--- config.mk ---
export PLATFORM = sky130hd
export DESIGN_NAME = btpc_temp
export DESIGN_NICKNAME = d
export VERILOG_FILES = /design/src/btpc_pkg.sv /design/src/btpc_temp.sv
export SDC_FILE = /design/constraint.sdc
export NUM_CORES = 2
export LEC_CHECK = 0
export ABC_AREA = 1
export ABC_CLOCK_PERIOD_IN_PS = 7200
export BUFFER_PORTS_ARGS = -buffer_cell sky130_fd_sc_hd__buf_4
export CAP_MARGIN = 25
export CORE_MARGIN = 4
export CORE_UTILIZATION = 60
export CTS_BUF_LIST = sky130_fd_sc_hd__clkbuf_2 sky130_fd_sc_hd__clkbuf_4 sky130_fd_sc_hd__clkbuf_8
export DETAILED_ROUTE_END_ITERATION = 10
export PLACE_DENSITY = 0.9
export SKIP_CTS_REPAIR_TIMING = 1
export SYNTH_ARGS = -nofsm -noshare
export SYNTH_HDL_FRONTEND = slang
export SYNTH_SLANG_ARGS = --single-unit
--- constraint.sdc ---
create_clock -name clk -period 7.2 [get_ports clk]
set_clock_uncertainty 0.2 [all_clocks]
set_input_delay 0 -clock clk [delete_from_list [all_inputs] [get_ports clk]]
set_output_delay 0 -clock clk [all_outputs]
set_load 0.05 [all_outputs]
--- src/btpc_pkg.sv ---
// Shared types and constants for the barometer temperature/pressure compensation.
// Used by every module of the block; depends on nothing else.
package btpc_pkg;

  // Configuration register indexes
  typedef enum logic [2:0] {
    CFG_TEMP    = 3'd0,
    CFG_PRES_LO = 3'd1,
    CFG_PRES_HI = 3'd2,
    CFG_PRES_P9 = 3'd3
  } cfg_index_t;

  // Saturation limits
  localparam logic signed [24:0] FineMin = -25'sd524288;
  localparam logic signed [24:0] FineMax = 25'sd524287;
  localparam logic signed [15:0] CentMin = -16'sd4000;
  localparam logic signed [15:0] CentMax = 16'sd8500;
  localparam logic signed [63:0] PresMin = 64'sd7680000;
  localparam logic signed [63:0] PresMax = 64'sd28160000;

  // Calibration words as decoded from the configuration registers
  typedef struct packed {
    logic        [15:0] t1;
    logic signed [15:0] t2;
    logic signed [15:0] t3;
    logic        [15:0] p1;
    logic signed [15:0] p2;
    logic signed [15:0] p3;
    logic signed [15:0] p4;
    logic signed [15:0] p5;
    logic signed [15:0] p6;
    logic signed [15:0] p7;
    logic signed [15:0] p8;
    logic signed [15:0] p9;
  } coeff_t;

  // Side data that rides along with the division
  typedef struct packed {
    logic signed [19:0] fine;
    logic signed [14:0] cent;
    logic               neg;
    logic               nz;
  } side_t;

endpackage

--- src/btpc_temp.sv ---
// Temperature front end: five stages from raw temperature to fine and centi values.
// Depends on btpc_pkg (coeff_t, saturation limits).
module btpc_temp (
  input  logic               clk,
  input  logic               rst,
  input  logic               adv,
  input  logic               in_valid,
  input  logic        [19:0] raw_temperature,
  input  logic        [19:0] raw_pressure,
  input  btpc_pkg::coeff_t   coeff,
  output logic               out_valid,
  output logic signed [19:0] fine,
  output logic signed [14:0] cent,
  output logic signed [20:0] x,
  output logic        [19:0] adc_p
);

  logic [4:0] v;

  logic signed [18:0] a_diff;
  logic signed [16:0] a_base;
  logic        [19:0] a_p;
  logic signed [34:0] b_m1;
  logic signed [33:0] b_sq;
  logic        [19:0] b_p;
  logic signed [23:0] c_s1;
  logic signed [37:0] c_m2;
  logic        [19:0] c_p;
  logic signed [19:0] d_fine;
  logic        [19:0] d_p;

  logic signed [18:0] diff_c;
  logic signed [16:0] base_c;
  logic signed [24:0] sum_c;
  logic signed [19:0] fine_c;
  logic signed [23:0] f5_c;
  logic signed [15:0] ct_c;
  logic signed [14:0] cent_c;

  // Advance valid bits
  always_ff @(posedge clk) begin
    if (rst) begin
      v <= '0;
    end else if (adv) begin
      v <= {v[3:0], in_valid};
    end
  end
  assign out_valid = v[4];

  // Offsets from T1
  always_comb begin
    diff_c = $signed({2'b00, raw_temperature[19:3]}) - $signed({2'b00, coeff.t1, 1'b0});
    base_c = $signed({1'b0, raw_temperature[19:4]}) - $signed({1'b0, coeff.t1});
  end

  // Sum the two terms and saturate
  always_comb begin
    sum_c = c_s1 + $signed(c_m2[37:14]);
    if (sum_c < btpc_pkg::FineMin) begin
      fine_c = btpc_pkg::FineMin[19:0];
    end else if (sum_c > btpc_pkg::FineMax) begin
      fine_c = btpc_pkg::FineMax[19:0];
    end else begin
      fine_c = sum_c[19:0];
    end
  end

  // Scale to 0.01 degC and saturate
  always_comb begin
    f5_c = d_fine * 24'sd5 + 24'sd128;
    ct_c = $signed(f5_c[23:8]);
    if (ct_c < btpc_pkg::CentMin) begin
      cent_c = btpc_pkg::CentMin[14:0];
    end else if (ct_c > btpc_pkg::CentMax) begin
      cent_c = btpc_pkg::CentMax[14:0];
    end else begin
      cent_c = ct_c[14:0];
    end
  end

  // Stage registers
  always_ff @(posedge clk) begin
    if (adv) begin
      a_diff <= diff_c;
      a_base <= base_c;
      a_p    <= raw_pressure;
      b_m1   <= a_diff * coeff.t2;
      b_sq   <= a_base * a_base;
      b_p    <= a_p;
      c_s1   <= $signed(b_m1[34:11]);
      c_m2   <= $signed(b_sq[33:12]) * coeff.t3;
      c_p    <= b_p;
      d_fine <= fine_c;
      d_p    <= c_p;
      fine   <= d_fine;
      cent   <= cent_c;
      x      <= d_fine - 21'sd128000;
      adc_p  <= d_p;
    end
  end

endmodule

==> flow_metrics.py <==
metrics = {
    "floorplanning": {
        "die_area_um2": 82000,
        "die_h_um": 286,
        "rows": 101,
        "ioPinCount": 313,
        "die_x_um": 286,
        "core_area_um2": 76300,
        "initial_core_util_pct": 60.9,
    },
    "timing": {
        "rsz0062_at_grt": "false",
        "setup_viol": 0,
        "maxClockFrequency_ghz": 0.147,
        "setup_ws_ns": 0.401,
        "period_needed_ns": 6.80,
        "relSlewSlack_pct": 38.7,
        "drv_slew": 0,
        "report.final.hold_viol_count": 0,
        "max_slew.worst_pin.slew_ns": 0.919,
        "fin_setup_tns_ns": 0,
        "fin_crit_sh_pct": 94.4,
    },
    "critical_path": {
        "critPathLaunchType": "flip-flop",
        "end_kind": "flip-flop",
        "crit_slowest_cell": "fa_1",
        "cp.arrival_ns": 6.96,
        "worst_ep_required_time_ns": 7.36,
        "crit_family": "adder cells",
        "path_max_fanout": 16,
        "max_stage_delay_ns": 0.89,
        "crit_chain": "nand2_1, inv_1, fa_1, fa_1, inv_1, fa_1, fa_1, fa_1, fa_1, inv_1, ha_1, nand2_1, nor2_1, nand2_1, nor3_1, nand3_1, nand4_1, xor2_1",
        "crit_path_frequent_cell": "fa_1",
        "crit_buf_inv": 3,
        "critPathKind": "flip-flop to flip-flop",
    },
    "drt": {
        "routed_wl_mm": 111,
        "drcViolationCount": 0,
        "drt-vias-per-instance": 5.42,
        "postRouteAntennaNets": 0,
        "vias": 34800,
        "drtPass1Iterations": 9,
        "wl_per_cell_um": 17.3,
        "initialDrtViolationCount": 2894,
    },
    "yosys": {
        "syn_nets": 6664,
        "synthCells": 5168,
        "syn_avg_cell_area_um2": 9.00,
        "yosys_warnings": 0,
        "synth-compound-area-share_pct": 4.73,
        "synth_cell_types": 52,
        "yosysSeqAreaShare_pct": 18.0,
        "synth.area.mux_share_pct": 0,
        "synthAdderAreaFrac_pct": 48.6,
        "synthSimpleGateAreaFrac_pct": 11.9,
        "synth_xor_area_share_pct": 2.84,
        "synth_seq_cells": 281,
        "synth_top_family_by_area": "adder cells",
        "syn_area_um2": 46500,
    },
    "cts": {
        "cts_buffer_depth": 3,
        "htreeDepth": 2,
        "cts_tree": "done",
        "path_clk_slew_ns": 0.06,
        "cts_sinks": 281,
        "clk_latency_ns": 0.67,
        "cts_root_buf": "clkbuf_8",
        "cts_inserted_buffers": 48,
    },
    "layout": {
        "final_cell_mix": "inv_1 (1533), nand2_1 (1056), fa_1 (910)",
        "area_growth_pct": 9.35,
        "stdcell_count": 6425,
        "nets": 6850,
        "drive_gt1_share_pct": 6.56,
        "nFillCells": 5590,
        "final_common_cell": "inv_1",
    },
    "placement": {
        "pre_cts_ws_ns": 0.558,
        "place_congestion": 0.952,
        "io_buffer_count": 165,
        "detailed_place_hpwl_mm": 88.6,
        "dpl.cell_count": 6238,
    },
    "hold_path": {
        "hold_class": "input port to flip-flop",
    },
    "job": {
        "maxCapViolCount": 0,
    },
    "global_route": {
        "grtUsageTotal_pct": 27.5,
        "antenna_found_initial": 2,
        "grt-ovfl-total": 0,
        "grt_first_pass_wirelength_mm": 182,
        "met2_usage_pct": 47.9,
        "grt_max_degree": 111,
        "grt_pass1_vias": 38400,
        "grt.met3_usage_pct": 5.10,
        "grt_busiest_layer": "met2",
        "met1_usage_pct": 33.1,
    },
    "outcome": {
        "outcome": "finished, final reports clean",
    },
}
## logic make-up after synthesis
kind of cell             after synthesis
AND/OR/NAND/NOR                     1375
flip-flops                           281
XOR/XNOR                             150
AO/OA/AOI/OAI                        391
adder cells (fa/ha/maj)             1260
buffers and inverters               1711
## synth_stat cells, drive strengths merged
library cell     n  area [um^2]
a21o            14          105
a21boi           8         67.6
dfxtp            5          100
o2111ai          2         17.5
o41ai            1         8.76
a211oi           2         15.0
o31ai            3         22.5
o21a             9         67.6
nand3b           8         60.1
clkbuf         156          586
o221ai           2         17.5
nand3           58          300
o221a            1         11.3
clkinv           2         7.51
fa             910        18200
nand2         1070         4080
nand4           21          138
o21bai          15          113
a21oi          213         1090
xnor2           58          508
a221oi           4         35.0
xor2            92          813
a31oi           18          113
o211ai           4         30.0
buf             19          120
edfxtp         276         8290
o21ai           95          487
inv           1534         5760
nor4             8         56.3
or2             11         68.8
nor2           179          699
and2             1         6.26
ha             350         4380
nor3            19          100
## worst reg2reg max path: cells and delay by family, from the launching register on
family	cells	cell delay, ns
xor+xnor	1	0.10
flops	1	0.85
simple gates	7	1.29
buf+inv	3	0.32
fa+ha+maj	7	3.73
## routing by layer
metal,up-vias,wire [um]
met5,-,18
met4,2,5810
met3,525,9930
met2,1805,55900
met1,17000,39500
li1,15500,-
## path summary, 6_finish.rpt
path	from	endpoint	slack (ns)	depth (start not counted)
setup reg to reg	b_sq[33]	c_m2[36]	0.40	18
hold reg to reg	b_m1[12]	c_s1[1]	0.18	0
hold / removal	coeff[160]	b_m1[12]	0.09	6
setup / recovery	b_sq[33]	c_m2[36]	0.40	18
## sequential cells by signal, summed over array words and instances, names as in the netlist, 18 cells and up
name and cells:
fine 20, b_m1 23, c_m2 24, a_p 20
c_s1 23, b_sq 22, adc_p 20, a_diff 18
d_fine 20, d_p 20, b_p 20, c_p 20
## per-stage QoR
| stage | area (um^2) | util (%) | hold WS, ns |
|---|---|---|---|
| after detailed placement | 48700 | 63.8 | -0.0207 |
| final | 50800 | 66.6 | 0.0881 |
| after CTS | 49800 | 65.3 | -0.740 |
| after global placement | 48700 | 63.8 | -0.0220 |
| after floorplan | 46500 | - | -0.131 |
| after global routing | 50800 | 66.6 | 0.111 |
## final cells by class
type / instances / area [um^2] / area share (%)
Multi-Input combinational cell: 3176 / 31600 / 62.2
Sequential cell: 281 / 8390 / 16.5
Inverter: 1536 / 5770 / 11.3
Timing Repair Buffer: 311 / 2640 / 5.20
Tap cell: 1030 / 1290 / 2.54
Clock buffer: 69 / 850 / 1.67
Clock inverter: 21 / 269 / 0.529
Antenna cell: 1 / 2.50 / 0.00492
Power is not shown: default switching activity piles up to over one toggle a cycle in this logic, so the estimate is an artifact.
